<file path="config.mk">
export PLATFORM = sky130hd
export DESIGN_NAME = midpoint_circle_rasterizer_core
export DESIGN_NICKNAME = d
export VERILOG_FILES = /design/src/hdl/mcr_pkg.sv /design/src/hdl/mcr_walk.sv /design/src/hdl/mcr_emit.sv /design/src/hdl/midpoint_circle_rasterizer_core.sv
export SDC_FILE = /design/constraint.sdc
export NUM_CORES = 1
export LEC_CHECK = 0
export BUFFER_PORTS_ARGS = -buffer_cell sky130_fd_sc_hd__buf_2
export CAP_MARGIN = 20
export CORE_ASPECT_RATIO = 1.25
export CORE_MARGIN = 5
export CORE_UTILIZATION = 35
export CTS_BUF_LIST = sky130_fd_sc_hd__clkbuf_16
export CTS_CLUSTER_SIZE = 25
export DETAILED_ROUTE_END_ITERATION = 6
export PLACE_DENSITY_LB_ADDON = 0.25
export REMOVE_ABC_BUFFERS = 1
export SYNTH_ARGS = -nofsm -noshare
export SYNTH_HDL_FRONTEND = slang
export SYNTH_HIERARCHICAL = 1
export SYNTH_SLANG_ARGS = --single-unit
</file>
<file path="constraint.sdc">
create_clock -name i_clk -period 5.6 [get_ports i_clk]
set_clock_uncertainty 0.05 [all_clocks]
set_input_delay 1.68 -clock i_clk [delete_from_list [all_inputs] [get_ports i_clk]]
set_output_delay 1.68 -clock i_clk [all_outputs]
set_load 0.005 [all_outputs]
</file>
<file path="src/hdl/mcr_pkg.sv">
`default_nettype none

package mcr_pkg;

    // Input kinds carried on the slave-side tuser bit
    localparam logic OP_START   = 1'b0;
    localparam logic OP_ADVANCE = 1'b1;

    // Eight symmetric copies per walk position
    localparam int OCT_W = 3;
    localparam logic [OCT_W-1:0] OCT_FIRST = 3'd0;
    localparam logic [OCT_W-1:0] OCT_LAST  = 3'd7;

    // Per-copy sign of the x offset, one bit per octant code (1 = subtract)
    localparam logic [7:0] NEG_X = 8'b0110_1010;
    // Per-copy sign of the y offset (1 = subtract)
    localparam logic [7:0] NEG_Y = 8'b1010_1100;

    // Control that travels with one walk position into the emitter
    typedef struct packed {
        logic pt_valid;   // position holds real pixels (clear on advance while idle)
        logic done;       // walk has ended after this item
    } t_emit_ctl;

    // Octants 4..7 swap the roles of x and y
    function automatic logic oct_swap(input logic [OCT_W-1:0] k);
        return k[OCT_W-1];
    endfunction

endpackage

`default_nettype wire

</file>
<file path="src/hdl/mcr_walk.sv">
`default_nettype none

module mcr_walk #(
    parameter int COORD_BITS = 12
) (
    input  wire                     i_clk,
    input  wire                     i_rst_n,
    input  wire                     i_load,
    input  wire                     i_opcode,
    input  wire [COORD_BITS-1:0]    i_center_x,
    input  wire [COORD_BITS-1:0]    i_center_y,
    input  wire [COORD_BITS-2:0]    i_radius,
    output logic [COORD_BITS-1:0]   o_cx,
    output logic [COORD_BITS-1:0]   o_cy,
    output logic [COORD_BITS-2:0]   o_x,
    output logic [COORD_BITS-2:0]   o_y,
    output mcr_pkg::t_emit_ctl      o_ctl
);
    import mcr_pkg::*;

    localparam int RAD_W = COORD_BITS - 1;
    localparam int DEC_W = COORD_BITS + 2;

    logic [COORD_BITS-1:0] r_cx, r_cy, n_cx, n_cy;
    logic [RAD_W-1:0]      r_x, r_y, n_x, n_y;
    logic [DEC_W-1:0]      r_dec, n_dec;
    logic                  r_active, n_active;

    logic [RAD_W-1:0] step_x, step_y;
    logic [DEC_W-1:0] x_ext, diff, inc, step_dec;
    logic             dec_neg, step_more;

    // One midpoint step from the current walk position
    always_comb begin
        dec_neg   = r_dec[DEC_W-1];
        step_x    = r_x + RAD_W'(1);
        step_y    = dec_neg ? r_y : (r_y - RAD_W'(1));
        x_ext     = DEC_W'(step_x);
        diff      = x_ext - DEC_W'(step_y);
        inc       = dec_neg ? {x_ext[DEC_W-2:0], 1'b1} : {diff[DEC_W-2:0], 1'b1};
        step_dec  = r_dec + inc;
        step_more = step_x < step_y;
    end

    // Select the next walk state and the control for the emitter
    always_comb begin
        n_cx       = r_cx;
        n_cy       = r_cy;
        n_x        = r_x;
        n_y        = r_y;
        n_dec      = r_dec;
        n_active   = r_active;
        o_ctl.pt_valid = 1'b0;
        o_ctl.done     = 1'b1;
        if (i_opcode == OP_START) begin
            n_cx     = i_center_x;
            n_cy     = i_center_y;
            n_x      = '0;
            n_y      = i_radius;
            n_dec    = DEC_W'(1) - DEC_W'(i_radius);
            n_active = i_radius != '0;
            o_ctl.pt_valid = 1'b1;
            o_ctl.done     = i_radius == '0;
        end else if (r_active) begin
            n_x      = step_x;
            n_y      = step_y;
            n_dec    = step_dec;
            n_active = step_more;
            o_ctl.pt_valid = 1'b1;
            o_ctl.done     = !step_more;
        end
    end

    assign o_cx = n_cx;
    assign o_cy = n_cy;
    assign o_x  = n_x;
    assign o_y  = n_y;

    // Commit the walk state on each input transfer
    always_ff @(posedge i_clk) begin
        if (!i_rst_n) begin
            r_cx     <= '0;
            r_cy     <= '0;
            r_x      <= '0;
            r_y      <= '0;
            r_dec    <= '0;
            r_active <= 1'b0;
        end else if (i_load) begin
            r_cx     <= n_cx;
            r_cy     <= n_cy;
            r_x      <= n_x;
            r_y      <= n_y;
            r_dec    <= n_dec;
            r_active <= n_active;
        end
    end

endmodule

`default_nettype wire

</file>
<file path="src/hdl/mcr_emit.sv">
`default_nettype none

module mcr_emit #(
    parameter int COORD_BITS = 12
) (
    input  wire                       i_clk,
    input  wire                       i_rst_n,
    input  wire                       i_load,
    input  wire [COORD_BITS-1:0]      i_cx,
    input  wire [COORD_BITS-1:0]      i_cy,
    input  wire [COORD_BITS-2:0]      i_x,
    input  wire [COORD_BITS-2:0]      i_y,
    input  wire mcr_pkg::t_emit_ctl   i_ctl,
    output logic                      o_free,
    input  wire                       i_out_ready,
    output logic                      o_out_valid,
    output logic [COORD_BITS+1:0]     o_px,
    output logic [COORD_BITS+1:0]     o_py,
    output logic [mcr_pkg::OCT_W-1:0] o_oct,
    output logic                      o_pt_valid,
    output logic                      o_last,
    output logic                      o_done
);
    import mcr_pkg::*;

    localparam int RAD_W = COORD_BITS - 1;
    localparam int PT_W  = COORD_BITS + 2;

    // Held walk position and copy counter
    logic [COORD_BITS-1:0] r_cx, r_cy;
    logic [RAD_W-1:0]      r_x, r_y;
    t_emit_ctl             r_ctl;
    logic                  r_busy;
    logic [OCT_W-1:0]      r_k;

    // Output register
    logic                  r_out_valid;
    logic [PT_W-1:0]       r_px, r_py;
    logic [OCT_W-1:0]      r_oct;
    logic                  r_pv, r_last, r_done;

    logic             out_adv, gen, last_k;
    logic [RAD_W-1:0] dx, dy;
    logic [PT_W-1:0]  px, py, cx_ext, cy_ext, dx_ext, dy_ext;

    assign out_adv = !r_out_valid || i_out_ready;
    assign gen     = r_busy && out_adv;
    assign last_k  = !r_ctl.pt_valid || (r_k == OCT_LAST);
    assign o_free  = !r_busy || (gen && last_k);

    // Form the pixel for the current copy
    always_comb begin
        dx     = oct_swap(r_k) ? r_y : r_x;
        dy     = oct_swap(r_k) ? r_x : r_y;
        cx_ext = PT_W'(r_cx);
        cy_ext = PT_W'(r_cy);
        dx_ext = PT_W'(dx);
        dy_ext = PT_W'(dy);
        px     = NEG_X[r_k] ? (cx_ext - dx_ext) : (cx_ext + dx_ext);
        py     = NEG_Y[r_k] ? (cy_ext - dy_ext) : (cy_ext + dy_ext);
    end

    // Hold a walk position until all its copies have been registered for output
    always_ff @(posedge i_clk) begin
        if (!i_rst_n) begin
            r_busy <= 1'b0;
            r_k    <= OCT_FIRST;
        end else if (i_load) begin
            r_busy <= 1'b1;
            r_k    <= OCT_FIRST;
        end else if (gen && last_k) begin
            r_busy <= 1'b0;
        end else if (gen) begin
            r_k    <= r_k + OCT_W'(1);
        end
    end

    always_ff @(posedge i_clk) begin
        if (i_load) begin
            r_cx  <= i_cx;
            r_cy  <= i_cy;
            r_x   <= i_x;
            r_y   <= i_y;
            r_ctl <= i_ctl;
        end
    end

    // Advance the output register when it is empty or taken
    always_ff @(posedge i_clk) begin
        if (!i_rst_n) begin
            r_out_valid <= 1'b0;
        end else if (out_adv) begin
            r_out_valid <= gen;
        end
    end

    always_ff @(posedge i_clk) begin
        if (gen) begin
            r_px   <= r_ctl.pt_valid ? px : '0;
            r_py   <= r_ctl.pt_valid ? py : '0;
            r_oct  <= r_ctl.pt_valid ? r_k : OCT_FIRST;
            r_pv   <= r_ctl.pt_valid;
            r_last <= last_k;
            r_done <= r_ctl.done;
        end
    end

    assign o_out_valid = r_out_valid;
    assign o_px        = r_px;
    assign o_py        = r_py;
    assign o_oct       = r_oct;
    assign o_pt_valid  = r_pv;
    assign o_last      = r_last;
    assign o_done      = r_done;

endmodule

`default_nettype wire

</file>
<file path="src/hdl/midpoint_circle_rasterizer_core.sv">
`default_nettype none

// Midpoint circle rasterizer. A start item (tuser = 0) loads centre and radius
// and yields the eight symmetric pixels of (0, radius); each advance item
// (tuser = 1) takes one midpoint step and yields the eight pixels of the new
// position in octant order 0..7, with tlast on octant 7. circle_done marks the
// step at which x reaches y; an advance with no circle in progress yields one
// empty result (point_valid 0, circle_done 1). A start or step item yields
// eight output beats, an empty advance one: the rate is set by the single
// output register, which sends one pixel per cycle unless m_axis_tready stalls
// it. The next item is taken in the cycle its predecessor's last pixel is
// registered, so a steady stream of items keeps the output busy every cycle.
module midpoint_circle_rasterizer_core #(
    parameter  int COORD_BITS = 12,
    localparam int IN_W  = ((3 * COORD_BITS + 7) / 8) * 8,
    localparam int OUT_W = ((2 * (COORD_BITS + 2) + mcr_pkg::OCT_W + 7) / 8) * 8
) (
    input  wire              i_clk,
    input  wire              i_rst_n,
    input  wire              s_axis_tvalid,
    output logic             s_axis_tready,
    // center_x, center_y, radius
    input  wire [IN_W-1:0]   s_axis_tdata,
    // opcode
    input  wire              s_axis_tuser,
    output logic             m_axis_tvalid,
    input  wire              m_axis_tready,
    // point_x, point_y, octant
    output logic [OUT_W-1:0] m_axis_tdata,
    // point_valid, circle_done
    output logic [1:0]       m_axis_tuser,
    // last_of_run
    output logic             m_axis_tlast
);
    import mcr_pkg::*;

    localparam int RAD_W = COORD_BITS - 1;
    localparam int PT_W  = COORD_BITS + 2;

    logic                  load, free;
    logic [COORD_BITS-1:0] cx, cy;
    logic [RAD_W-1:0]      wx, wy;
    t_emit_ctl             ctl;
    logic [PT_W-1:0]       px, py;
    logic [OCT_W-1:0]      oct;
    logic                  pt_valid, done;

    assign s_axis_tready = free;
    assign load          = s_axis_tvalid && free;

    mcr_walk #(
        .COORD_BITS (COORD_BITS)
    ) u_walk (
        .i_clk      (i_clk),
        .i_rst_n    (i_rst_n),
        .i_load     (load),
        .i_opcode   (s_axis_tuser),
        .i_center_x (s_axis_tdata[COORD_BITS-1:0]),
        .i_center_y (s_axis_tdata[2*COORD_BITS-1:COORD_BITS]),
        .i_radius   (s_axis_tdata[3*COORD_BITS-2:2*COORD_BITS]),
        .o_cx       (cx),
        .o_cy       (cy),
        .o_x        (wx),
        .o_y        (wy),
        .o_ctl      (ctl)
    );

    mcr_emit #(
        .COORD_BITS (COORD_BITS)
    ) u_emit (
        .i_clk       (i_clk),
        .i_rst_n     (i_rst_n),
        .i_load      (load),
        .i_cx        (cx),
        .i_cy        (cy),
        .i_x         (wx),
        .i_y         (wy),
        .i_ctl       (ctl),
        .o_free      (free),
        .i_out_ready (m_axis_tready),
        .o_out_valid (m_axis_tvalid),
        .o_px        (px),
        .o_py        (py),
        .o_oct       (oct),
        .o_pt_valid  (pt_valid),
        .o_last      (m_axis_tlast),
        .o_done      (done)
    );

    assign m_axis_tdata = OUT_W'({oct, py, px});
    assign m_axis_tuser = {done, pt_valid};

    // A real pixel closes its run only on the last octant
    a_last_on_oct7: assert property (@(posedge i_clk) disable iff (!i_rst_n)
        (m_axis_tvalid && pt_valid && m_axis_tlast) |-> (oct == OCT_LAST))
        else $error("run closed before the last octant");

    // An empty result stands alone and reports the walk as ended
    a_empty_result: assert property (@(posedge i_clk) disable iff (!i_rst_n)
        (m_axis_tvalid && !pt_valid) |-> (m_axis_tlast && done && oct == OCT_FIRST))
        else $error("empty result without tlast or done");

    // No item is taken while the held position still has copies to send
    a_no_overrun: assert property (@(posedge i_clk) disable iff (!i_rst_n)
        (m_axis_tvalid && !m_axis_tready && pt_valid && !m_axis_tlast) |->
        !s_axis_tready)
        else $error("input taken mid-run");

    // Output is empty right after reset
    a_reset_empty: assert property (@(posedge i_clk)
        !i_rst_n |=> !m_axis_tvalid)
        else $error("output valid after reset");

endmodule

`default_nettype wire

</file>
==> reports/results.txt, run 1 <==
Outcome: completed
Initial Utilization: 0.355
Beginning of the worst hold path: u_emit/r_ctl[0]$_DFFE_PP_
Vias per inst: 5.13
LEAKAGE: 0.00484 µW
Die height: 202 µm
Die W: 164 µm
Slew Limit Fails: 0
Initial antenna violation count: 1
Critical-path maximum fanout: 10
Area growth syn-to-layout: 12.7%
Die ar.: 33200 µm²
Vias in the first global route: 8000
Top Usage Layer GRT: met2
Postcts setup bufs: 0
Combinational family with the most area after synthesis: simple AND/OR/NAND/NOR gates
Worst hold stages: 0
Critical path class: reg -> reg
Global Route Usage Sum: 0.152
Post-Synth Simple-Gate Area: 0.170
Filler instances: 2984
Final setup viols: 0
Number of diodes: 0
Max cap viols: 0
Hold crit path type: reg -> reg
WL/cell: 16.0 µm
Share of cells above drive strength 1: 0.143
Max H-tree Level: 4
Synth Area in Compound Gates: 0.162
Final hold violation count: 0
Yosys top cell area share: 0.237
Wirelength, routed: 24800 µm
Top-count cell post-synth: edfxtp_1
Peak supply drop: 0.211 mV
Slew headroom: 0.321
Synth Area in XOR/XNOR: 0.0591
Clk root buf: clkbuf_16
Pwr Total: 3500 µW
CTS resizes: 0
Hold WS: 0.376 ns
Post-synth EDFFs: 82
Worst R2R End: u_walk/r_dec[13]$_SDFFE_PN0P_
Clock buffer depth: 2
RSZ-0062 raised after global routing: no
Hold Path Sink: u_emit/o_done$_DFFE_PP_
Rows: 70
FF/Latch Area: 3820 µm²
Multi-input gate area: 6080 µm²
Initial drt markers: 316
GR Overflow Total: 0
Detail Route Antenna Nets: 0
Core area: 29300 µm²
Layout Nets: 1271
Post-Layout Cell Count: 1554
HPWL after DPL: 18100 µm
Drt pass-1 iters: 5
Worst Tran Pin Value: 1.02 ns
R2r worst-path depth: 16
Yosys reg bits: 150
Worst EP required: 5.87 ns
Met2 usage in global routing: 0.272
Minimum clock period: 4.42 ns
DR vias: 7979
Most instantiated cells after synthesis: 82 x edfxtp_1, 79 x nand2_1, 75 x ha_1, 75 x nor2_1, 68 x dfxtp_1
CP endpoint kind: register
CTS buffer count: 17
PwrDens: 299 nW/µm²
Cell Count Post-Placement: 1522
TritonCTS Sinks: 150
Gate Count Post-Synth: 1099
Hold buffers post-CTS: 0
Pin count of the biggest net entering global routing: 54
CTS tree: done
Final period util: 0.789
PortBufs: 75
Fmax: 226 MHz
CP arrival: 4.68 ns
Synth unique cells: 82
Register-to-register setup slack: 1.18 ns
Mean area per synthesized cell: 9.44 µm²
Adder-cell share of the synthesized area: 0.102
Multiplexer share of the synthesized area: 0.0921
Top_reg_cell synth: edfxtp_1
Ys async rst share: 0
Clock insertion delay at the later pin of the skew report: 0.43 ns
# DRC: 0
Synth area leader: edfxtp_1
Clock transition at path regs: 0.06 ns
Reg2reg start: u_walk/r_dec[13]$_SDFFE_PN0P_
Gpl congestion: 0.849
Startpoint types: register
Finished Core Util: 0.400
Met3 Track Usage GR: 0.0272
Ys Warns: 6
Grt met1 use: 0.183
Post-synthesis sequential area ratio: 0.369
IO Pins: 82
Ranking of synthesized cells by area: edfxtp_1 24%, dfxtp_1 13%, ha_1 9.0%, mux2i_1 6.2%, xnor2_1 3.4%
Post-Syn Area: 10400 µm²
First-pass GRT wire length: 40300 µm
-- final cells by class --
type | count | area share
Multi-Input combinational cell | 829 | 0.520
Sequential cell | 150 | 0.327
Tap cell | 396 | 0.0424
Timing Repair Buffer | 87 | 0.0398
Clock buffer | 17 | 0.0364
Inverter | 60 | 0.0193
Clock inverter | 15 | 0.0147
-- worst max-delay path, stage by stage, from the launching register on --
cell and delay (ns):
dfxtp_1 0.47, or4_4 0.61, nor3_4 0.26, nand2_1 0.14, nor3_1 0.20, xnor2_1 0.11
ha_1 0.34, inv_1 0.08, a2111oi_0 0.61, or4_1 0.21, nand2_1 0.05, o21ai_1 0.24
ha_1 0.32, a21o_1 0.17, a21oi_1 0.20, a2111o_1 0.17, nand3_1 0.07
-- cells by family (layout without fill, tap and decap cells) --
kind of cell               count (synthesis)  after routing
muxes                                     92             92
other                                      1              1
adders and majority gates                 81             81
AOI/OAI and AO/OA                        246            246
DFF                                      150            150
xor gates and xnor gates                  70             70
and+or+nand+nor                          339            339
buffers and inverters                    120            179
-- registers in the layout (all words and copies together) (netlist names), 2 cells and up, named ones only --
name,count
u_walk/r_dec,14
u_walk/r_cy,12
u_emit/r_cx,12
u_emit/r_y,11
u_walk/r_cx,12
u_walk/r_x,11
u_emit/o_px,14
u_emit/r_ctl,2
u_emit/o_py,14
u_emit/r_x,11
u_walk/r_y,11
u_emit/o_oct,3
u_emit/r_k,3
u_emit/r_cy,12
-- routing by layer --
layer,part of all wire,vias to the layer above,wire length [µm]
met4,0.021,2,514
met3,0.030,31,757
met2,0.50,130,12500
met5,0.00052,-,13
met1,0.45,3805,11100
li1,-,4011,-
-- worst max-delay path by stage --
stage	start	to	slack (ns)	cells past startpoint
after floorplan	m_axis_tready	u_walk/r_dec[4]$_SDFFE_PN0P_	-0.39	6
after global placement	u_walk/r_dec[13]$_SDFFE_PN0P_	u_walk/r_dec[13]$_SDFFE_PN0P_	1.23	16
after detailed placement	u_walk/r_dec[13]$_SDFFE_PN0P_	u_walk/r_dec[13]$_SDFFE_PN0P_	1.23	16
after CTS	u_walk/r_dec[13]$_SDFFE_PN0P_	u_walk/r_dec[13]$_SDFFE_PN0P_	1.18	16
after global routing	u_walk/r_y[0]$_SDFFE_PN0P_	u_walk/r_dec[12]$_SDFFE_PN0P_	0.83	18
final	u_walk/r_dec[13]$_SDFFE_PN0P_	u_walk/r_dec[13]$_SDFFE_PN0P_	1.18	16
-- cell usage in the layout (no fill, tap or decap), types with 9 or more instances in the layout --
master	count
a211oi_1	10
a21o_1	19
a21oi_1	67
and2_1	11
buf_2	75
buf_4	12
clkbuf_16	17
dfxtp_1	68
edfxtp_1	82
ha_1	75
inv_1	63
mux2_2	28
mux2i_1	64
nand2_1	79
nand2b_1	11
nand3_1	22
nand4_1	14
nor2_1	75
nor2b_1	54
nor3_1	26
o21a_1	16
o21ai_0	34
o21bai_1	9
o31ai_1	11
xnor2_1	40
xor2_1	30
-- through the flow --
stage	area, µm²	worst slack (ns)	TNS, ns
after floorplan	10100	-0.392	-3.40
after global placement	11100	1.23	0
after detailed placement	11100	1.23	0
after CTS	11700	1.18	0
after global routing	11700	0.834	0
final	11700	1.18	0
-- report_power, final --
part	switching [µW]	internal, µW	total, µW
Combinational	579	425	1000
Sequential	55.2	1260	1310
Clock	449	733	1180
Total	1080	2420	3500
No activity file was read; power rests on OpenSTA's default activity.
==> run 2, diff against run 1 <==
--- a/config.mk
+++ b/config.mk
@@ -5,6 +5,7 @@
 export SDC_FILE = /design/constraint.sdc
 export NUM_CORES = 1
 export LEC_CHECK = 0
+export ABC_AREA = 1
 export BUFFER_PORTS_ARGS = -buffer_cell sky130_fd_sc_hd__buf_2
 export CAP_MARGIN = 20
 export CORE_ASPECT_RATIO = 1.25
==> constraint.sdc (replaced) <==
create_clock -name i_clk -period 3.95 [get_ports i_clk]
set_clock_uncertainty 0.05 [all_clocks]
set_input_delay 1.185 -clock i_clk [delete_from_list [all_inputs] [get_ports i_clk]]
set_output_delay 1.185 -clock i_clk [all_outputs]
set_load 0.005 [all_outputs]
==> run 2 against run 1 <==
  * Via count is 21% higher
  * Total power is 45% higher
  * Register-to-register slack worse by 0.87 ns
  * Sequential cell count stayed put
  * Final cell count is 27% higher
  * Utilization is 0.16 points higher
  * Clock-buffer cell count is 2 higher
==> reports/results.txt, run 2 <==
Worst EP required: 4.27 ns (-1.60 ns)
Peak supply drop: 0.191 mV (-9.5%)
Die ar.: 34200 µm² (+2.9%)
Post-Synth Simple-Gate Area: 0.242 (+0.0722)
Max H-tree Level: 4 (unchanged)
Adder-cell share of the synthesized area: 0.0990 (-0.00307)
Setup TNS Final: 0 ns (unchanged)
Drt pass-1 iters: 5 (unchanged)
CP arrival: 3.95 ns (-0.73 ns)
Post-synth EDFFs: 82 (unchanged)
First-pass GRT wire length: 44900 µm (+11%)
Ranking of synthesized cells by area: edfxtp_1 23%, dfxtp_1 13%, nand2_1 11%, inv_1 9.5%, ha_1 8.8%
Hold crit path type: reg -> reg
Fmax: 275 MHz (+22%)
Gate Count Post-Synth: 1500 (+36%)
Die height: 205 µm (+1.5%)
Mean area per synthesized cell: 7.13 µm² (-24%)
Vias in the first global route: 9208 (+15%)
Top_reg_cell synth: edfxtp_1
CTS tree: done
Post-Syn Area: 10700 µm² (+3.1%)
# DRC: 0 (unchanged)
HPWL after DPL: 21100 µm (+17%)
Rows: 71 (+1.4%)
Number of diodes: 0 (unchanged)
Clock insertion delay at the later pin of the skew report: 0.43 ns (about the same)
Post-synthesis sequential area ratio: 0.357 (-0.0111)
Yosys top cell area share: 0.230 (-0.00713)
Initial drt markers: 486 (+54%)
Finished Core Util: 0.401 (+0.00157)
WL/cell: 14.0 µm (-13%)
Die W: 166 µm (+1.4%)
Outcome: completed
Cell Count Post-Placement: 1947 (+28%)
Final hold violation count: 0 (unchanged)
Worst Tran Pin Value: 0.858 ns (-0.160 ns)
Synth area leader: edfxtp_1
Synth Area in XOR/XNOR: 0.0146 (-0.0445)
Combinational family with the most area after synthesis: simple AND/OR/NAND/NOR gates
Initial antenna violation count: 0 (-1)
Critical path class: reg -> reg
Initial Utilization: 0.355 (+0.000525)
Share of cells above drive strength 1: 0.121 (-0.0223)
Max cap viols: 0 (unchanged)
Multiplexer share of the synthesized area: 0.000936 (-0.0912)
Most instantiated cells after synthesis: 327 x nand2_1, 271 x inv_1, 134 x o21ai_0, 121 x a21oi_1, 118 x nor2_1
Minimum clock period: 3.64 ns (-0.783 ns)
Gpl congestion: 0.912 (+7.4%)
DR vias: 9653 (+21%)
LEAKAGE: 0.00598 µW (+23%)
Slew Limit Fails: 0 (unchanged)
Clk root buf: clkbuf_16
IO Pins: 82 (unchanged)
Synth Area in Compound Gates: 0.162 (+0.000512)
Pin count of the biggest net entering global routing: 81 (+50%)
Final period util: 0.920 (+0.131)
Slew headroom: 0.428 (+0.107)
Layout Nets: 1691 (+33%)
GR Overflow Total: 0 (unchanged)
Yosys reg bits: 150 (unchanged)
CP endpoint kind: register
Filler instances: 3092 (+3.6%)
Most frequent cells in the layout: 327 x nand2_1, 270 x inv_1, 134 x o21ai_0, 119 x a21oi_1, 117 x nor2_1
Vias per inst: 4.88 (-5.0%)
Top-count cell post-synth: nand2_1
Clock buffer depth: 2 (unchanged)
Final setup viols: 0 (unchanged)
Post-Layout Cell Count: 1979 (+27%)
Area growth syn-to-layout: 12.9%
Wirelength, routed: 27700 µm (+11%)
Detail Route Antenna Nets: 0 (unchanged)
PwrDens: 421 nW/µm² (+41%)
PortBufs: 75 (unchanged)
Ys async rst share: 0 (unchanged)
Critical-path maximum fanout: 4 (-6)
Clock transition at path regs: 0.06 ns (about the same)
Global Route Usage Sum: 0.162 (+0.0103)
Startpoint types: register
RSZ-0062 raised after global routing: no
Core area: 30100 µm² (+2.9%)
Synth unique cells: 55 (-33%)
Ys Warns: 6 (unchanged)
Leading cell type in the layout, fill and taps excluded: nand2_1
TritonCTS Sinks: 150 (unchanged)
CTS buffer count: 17 (unchanged)
## run 2: changes by cell type after synthesis, sizes merged, moves of 50 or more
cell	before	now
a21oi	70	126
inv	60	282
mux2i	64	1
nand2	79	329
nand3	23	91
nor2	75	125
nor2b	54	0
o21ai	41	148
## run 2: worst paths after layout
path / start / to / slack, ns / cells past startpoint
setup / recovery: u_walk/r_x[2]$_SDFFE_PN0P_ / u_walk/r_dec[13]$_SDFFE_PN0P_ / 0.31 / 23
hold / removal: u_emit/r_ctl[0]$_DFFE_PP_ / u_emit/o_done$_DFFE_PP_ / 0.37 / 0
setup reg to reg: u_walk/r_x[2]$_SDFFE_PN0P_ / u_walk/r_dec[13]$_SDFFE_PN0P_ / 0.31 / 23
hold reg to reg: u_emit/r_ctl[0]$_DFFE_PP_ / u_emit/o_done$_DFFE_PP_ / 0.37 / 0
## run 2: logic make-up (layout without fill, tap and decap cells)
group / after synthesis / count (layout)
flip-flops: 150 / 150
adder cells (fa/ha/maj): 81 / 81
AND/OR/NAND/NOR: 601 / 601
AO/OA/AOI/OAI: 319 / 319
XOR/XNOR: 17 / 17
multiplexers: 1 / 1
buffers and inverters: 330 / 408
other: 1 / 1
## run 2: cell type report
| type | instances | area (µm²) | share of cell area |
|---|---|---|---|
| Tap cell | 401 | 502 | 0.0415 |
| Clock buffer | 19 | 475 | 0.0394 |
| Clock inverter | 13 | 77.6 | 0.00642 |
| Multi-Input combinational cell | 1020 | 5620 | 0.465 |
| Sequential cell | 150 | 3820 | 0.317 |
| Inverter | 283 | 1070 | 0.0888 |
| Timing Repair Buffer | 93 | 510 | 0.0423 |
## run 2: metrics by stage
| stage | power, µW | setup WS [ns] | hold slack (ns) | instance area [µm²] |
|---|---|---|---|---|
| finish | 5080 | 0.315 | 0.374 | 12100 |
| global placement | 3530 | 0.308 | 0.360 | 11500 |
| floorplan | 3120 | -1.00 | 0.350 | 10500 |
| detailed placement | 3560 | 0.275 | 0.357 | 11500 |
| CTS | 5110 | 0.247 | 0.376 | 12000 |
| global route | 5460 | 0.00970 | 0.381 | 12100 |
## run 2: critical path: stages (launching register included)
cell	delay, ns
dfxtp_1	0.38
nand3_1	0.19
nor3_2	0.26
nand4_1	0.17
inv_1	0.08
nand2_1	0.06
and2_4	0.15
ha_1	0.33
inv_1	0.09
o21bai_1	0.09
a21oi_1	0.12
nand3_1	0.13
or2_2	0.29
nand3_1	0.06
nand2_1	0.13
ha_4	0.31
nand2_1	0.08
nor2_2	0.12
inv_1	0.05
nor2_1	0.08
nand2_1	0.07
nand4_1	0.10
nand3_1	0.07
a21oi_1	0.13
## run 2: timing repair
action,CTS,global route
setup endpoints to repair,0,2
buffers inserted,0,0
resized for setup,0,9
hold buffers,0,0
## run 2: where the power goes
group,internal (µW),switching (µW),leakage (µW)
combinational,589,1090,0.00436
sequential,1810,71.2,0.00136
clock,867,651,0.000262
total,3270,1820,0.00598
## run 2: per-layer routing
| metal | track usage | up-vias | wire length [µm] |
|---|---|---|---|
| met2 | 0.284 | 221 | 13500 |
| met5 | 0 | - | 0 |
| met4 | 0.0760 | 0 | 949 |
| li1 | - | 4975 | - |
| met1 | 0.195 | 4402 | 12100 |
| met3 | 0.0261 | 55 | 1140 |
==> run 3, diff against run 2 <==
--- a/config.mk
+++ b/config.mk
@@ -8,7 +8,7 @@
 export ABC_AREA = 1
 export BUFFER_PORTS_ARGS = -buffer_cell sky130_fd_sc_hd__buf_2
 export CAP_MARGIN = 20
-export CORE_ASPECT_RATIO = 1.25
+export CORE_ASPECT_RATIO = 1.2
 export CORE_MARGIN = 5
 export CORE_UTILIZATION = 35
 export CTS_BUF_LIST = sky130_fd_sc_hd__clkbuf_16
==> run 3 against run 2 <==
  * Clock-buffer cell count fell by 2
  * Total power is 3.0% higher
  * Largest cell class unchanged
  * Fmax grew 0.59%
  * Sequential cell count did not move
  * Via count down 1.4%
  * Routed wire length is 0.65% higher
  * Combinational power hardly changed
  * Non-clock buffer count shrank 2
  * Worst hold slack barely moved
==> reports/results.txt, run 3 (synthesis gave the netlist of run 2 again) <==
Critical-path maximum fanout: 5 (+1)
Hold crit path type: reg -> reg
Crit path to: u_walk/r_dec[13]$_SDFFE_PN0P_
CTS buffer count: 17 (unchanged)
Fmax: 277 MHz (+0.59%)
Setup TNS Final: 0 ns (unchanged)
CP cell instances: inv_1 -> ha_1 -> inv_1 -> nor2_2 -> nand3_1 -> xor2_1 -> inv_1 -> ha_2 -> nand2_1 -> inv_1 -> nand2_1 -> inv_1 -> a21oi_2 -> or2_2 -> a31oi_1 -> ha_1 -> a21oi_1 -> nand2_1 -> a21oi_2 -> nand2_1 -> nand2_1 -> nand3_1 -> a21oi_2
Peak supply drop: 0.279 mV (+47%)
Max H-tree Level: 4 (unchanged)
Most frequent cells in the layout: 327 x nand2_1, 269 x inv_1, 133 x o21ai_0, 118 x a21oi_1, 116 x nor2_1
Hold buffers post-CTS: 0 (unchanged)
Outcome: completed
CTS tree: done
R2r worst-path depth: 23 (unchanged)
Leading cell type in the layout, fill and taps excluded: nand2_1
Hold WS: 0.373 ns (-0.000344 ns)
Die W: 170 µm (+1.9%)
Worst EP required: 4.28 ns (about the same)
Global Route Usage Sum: 0.162 (about the same)
Clock buffer depth: 2 (unchanged)
Rows: 70 (-1.4%)
Filler instances: 3249 (+5.1%)
Initial drt markers: 472 (-2.9%)
Final hold violation count: 0 (unchanged)
Startpoint types: register
Cell Count Post-Placement: 1939 (-0.41%)
Final instance area: 12100 µm² (+0.46%)
Register-to-register setup slack: 0.34 ns (+0.02 ns)
CP Depth: 23 (unchanged)
Slew Limit Fails: 0 (unchanged)
DR vias: 9514 (-1.4%)
Clock transition at path regs: 0.07 ns (about the same)
WL/cell: 14.1 µm (+1.0%)
Critical path buffers and inverters: 5 (+2)
Number of diodes: 0 (unchanged)
Core area: 30300 µm² (+0.63%)
Reg2reg start: u_walk/r_y[0]$_SDFFE_PN0P_
Vias per inst: 4.82 (-1.1%)
PwrDens: 431 nW/µm² (+2.5%)
Layout Nets: 1689 (-0.12%)
CP top delay family: simple AND/OR/NAND/NOR gates
Final period util: 0.915 (-0.00541)
Share of cells above drive strength 1: 0.124 (+0.00333)
HPWL after DPL: 20800 µm (-1.5%)
Die height: 202 µm (-1.9%)
Vias in the first global route: 8973 (-2.6%)
Worst R2R End: u_walk/r_dec[13]$_SDFFE_PN0P_
Gpl congestion: 0.918 (+0.70%)
Setup crit start: u_walk/r_y[0]$_SDFFE_PN0P_
IO Pins: 82 (unchanged)
Slew headroom: 0.444 (+0.0163)
Worst Tran Pin Value: 0.834 ns (-0.0244 ns)
Max cap viols: 0 (unchanged)
Final setup viols: 0 (unchanged)
Fin worst setup slack: 0.336 ns (+0.0214 ns)
Cell Area, Placed: 11500 µm² (-0.14%)
PortBufs: 75 (unchanged)
Worst slack, placed: 0.295 ns (+0.0194 ns)
CP arrival: 3.94 ns (about the same)
Initial antenna violation count: 0 (unchanged)
Die ar.: 34200 µm² (about the same)
LEAKAGE: 0.00602 µW (+0.70%)
Initial Utilization: 0.353 (-0.00221)
Critical path class: reg -> reg
First-pass GRT wire length: 44700 µm (-0.55%)
Drt pass-1 iters: 5 (unchanged)
# DRC: 0 (unchanged)
CP endpoint kind: register
Pin count of the biggest net entering global routing: 81 (unchanged)
Area growth syn-to-layout: 13.4%
Minimum clock period: 3.61 ns (-0.0214 ns)
CP peak stage delay: 0.40 ns (+0.02 ns)
Post-Layout Cell Count: 1972 (-0.35%)
Clk root buf: clkbuf_16
Wirelength, routed: 27800 µm (+0.65%)
Slowest-stage cell, CP: dfxtp_1
Detail Route Antenna Nets: 0 (unchanged)
Clock insertion delay at the later pin of the skew report: 0.43 ns (about the same)
GR Overflow Total: 0 (unchanged)
TritonCTS Sinks: 150 (unchanged)
[run 3: cell types whose count changed in the layout (fill, tap and decap cells not counted), moves of 2 or more]
cell | previous run | this run
buf_4 | 18 | 15
bufinv_16 | 0 | 3
clkbuf_16 | 19 | 17
clkinv_1 | 4 | 2
clkinv_4 | 0 | 5
clkinvlp_4 | 5 | 1
[run 3: routing by layer]
layer	part of all wire	up-vias	track usage
met4	0.021	0	0.0521
met2	0.49	176	0.285
met3	0.037	35	0.0250
li1	-	4962	-
met1	0.45	4341	0.202
met5	0	-	0
[run 3: worst min path at each step]
stage | from | end | slack, ns | cells after the start
after CTS | u_emit/r_ctl[0]$_DFFE_PP_ | u_emit/o_done$_DFFE_PP_ | 0.38 | 0
after floorplan | u_emit/r_ctl[0]$_DFFE_PP_ | u_emit/o_done$_DFFE_PP_ | 0.35 | 0
after global placement | u_emit/r_ctl[0]$_DFFE_PP_ | u_emit/o_done$_DFFE_PP_ | 0.36 | 0
after detailed placement | u_emit/r_ctl[0]$_DFFE_PP_ | u_emit/o_done$_DFFE_PP_ | 0.36 | 0
final | u_emit/r_ctl[0]$_DFFE_PP_ | u_emit/o_done$_DFFE_PP_ | 0.37 | 0
after global routing | u_emit/r_ctl[0]$_DFFE_PP_ | u_emit/o_done$_DFFE_PP_ | 0.40 | 0
[run 3: worst reg2reg max path, delay by kind of cell (launching register included)]
family                   cells  cell delay, ns
adder cells (fa/ha/maj)      3            0.87
buffers and inverters        5            0.41
XOR/XNOR                     1            0.17
AND/OR/NAND/NOR              9            0.95
flip-flops                   1            0.40
AO/OA/AOI/OAI                5            0.71
[run 3: what timing repair did]
| action | in CTS | in global routing |
|---|---|---|
| endpoints found under the setup margin | 0 | 3 |
| gates resized for setup | 0 | 16 |
| buffers inserted | 0 | 1 |
[run 3: through the flow]
| step | power, µW | utilization |
|---|---|---|
| after floorplan | 3120 | - |
| after global placement | 3540 | 0.378 |
| after CTS | 5260 | 0.398 |
| after global routing | 5610 | 0.400 |
| after detailed placement | 3550 | 0.378 |
| final | 5240 | 0.400 |
[run 3: layout make-up]
type                            instances  area [µm²]  share of cell area
Inverter                              283        1070              0.0884
Clock inverter                         15         178              0.0146
Clock buffer                           17         425              0.0351
Multi-Input combinational cell       1020        5630               0.464
Sequential cell                       150        3820               0.315
Tap cell                              396         495              0.0408
Timing Repair Buffer                   91         508              0.0419
[run 3: report_power, final]
group          internal, µW  total (µW)  switching [µW]
Clock                   996        1680             687
Combinational           586        1670            1080
Sequential             1810        1880            72.9
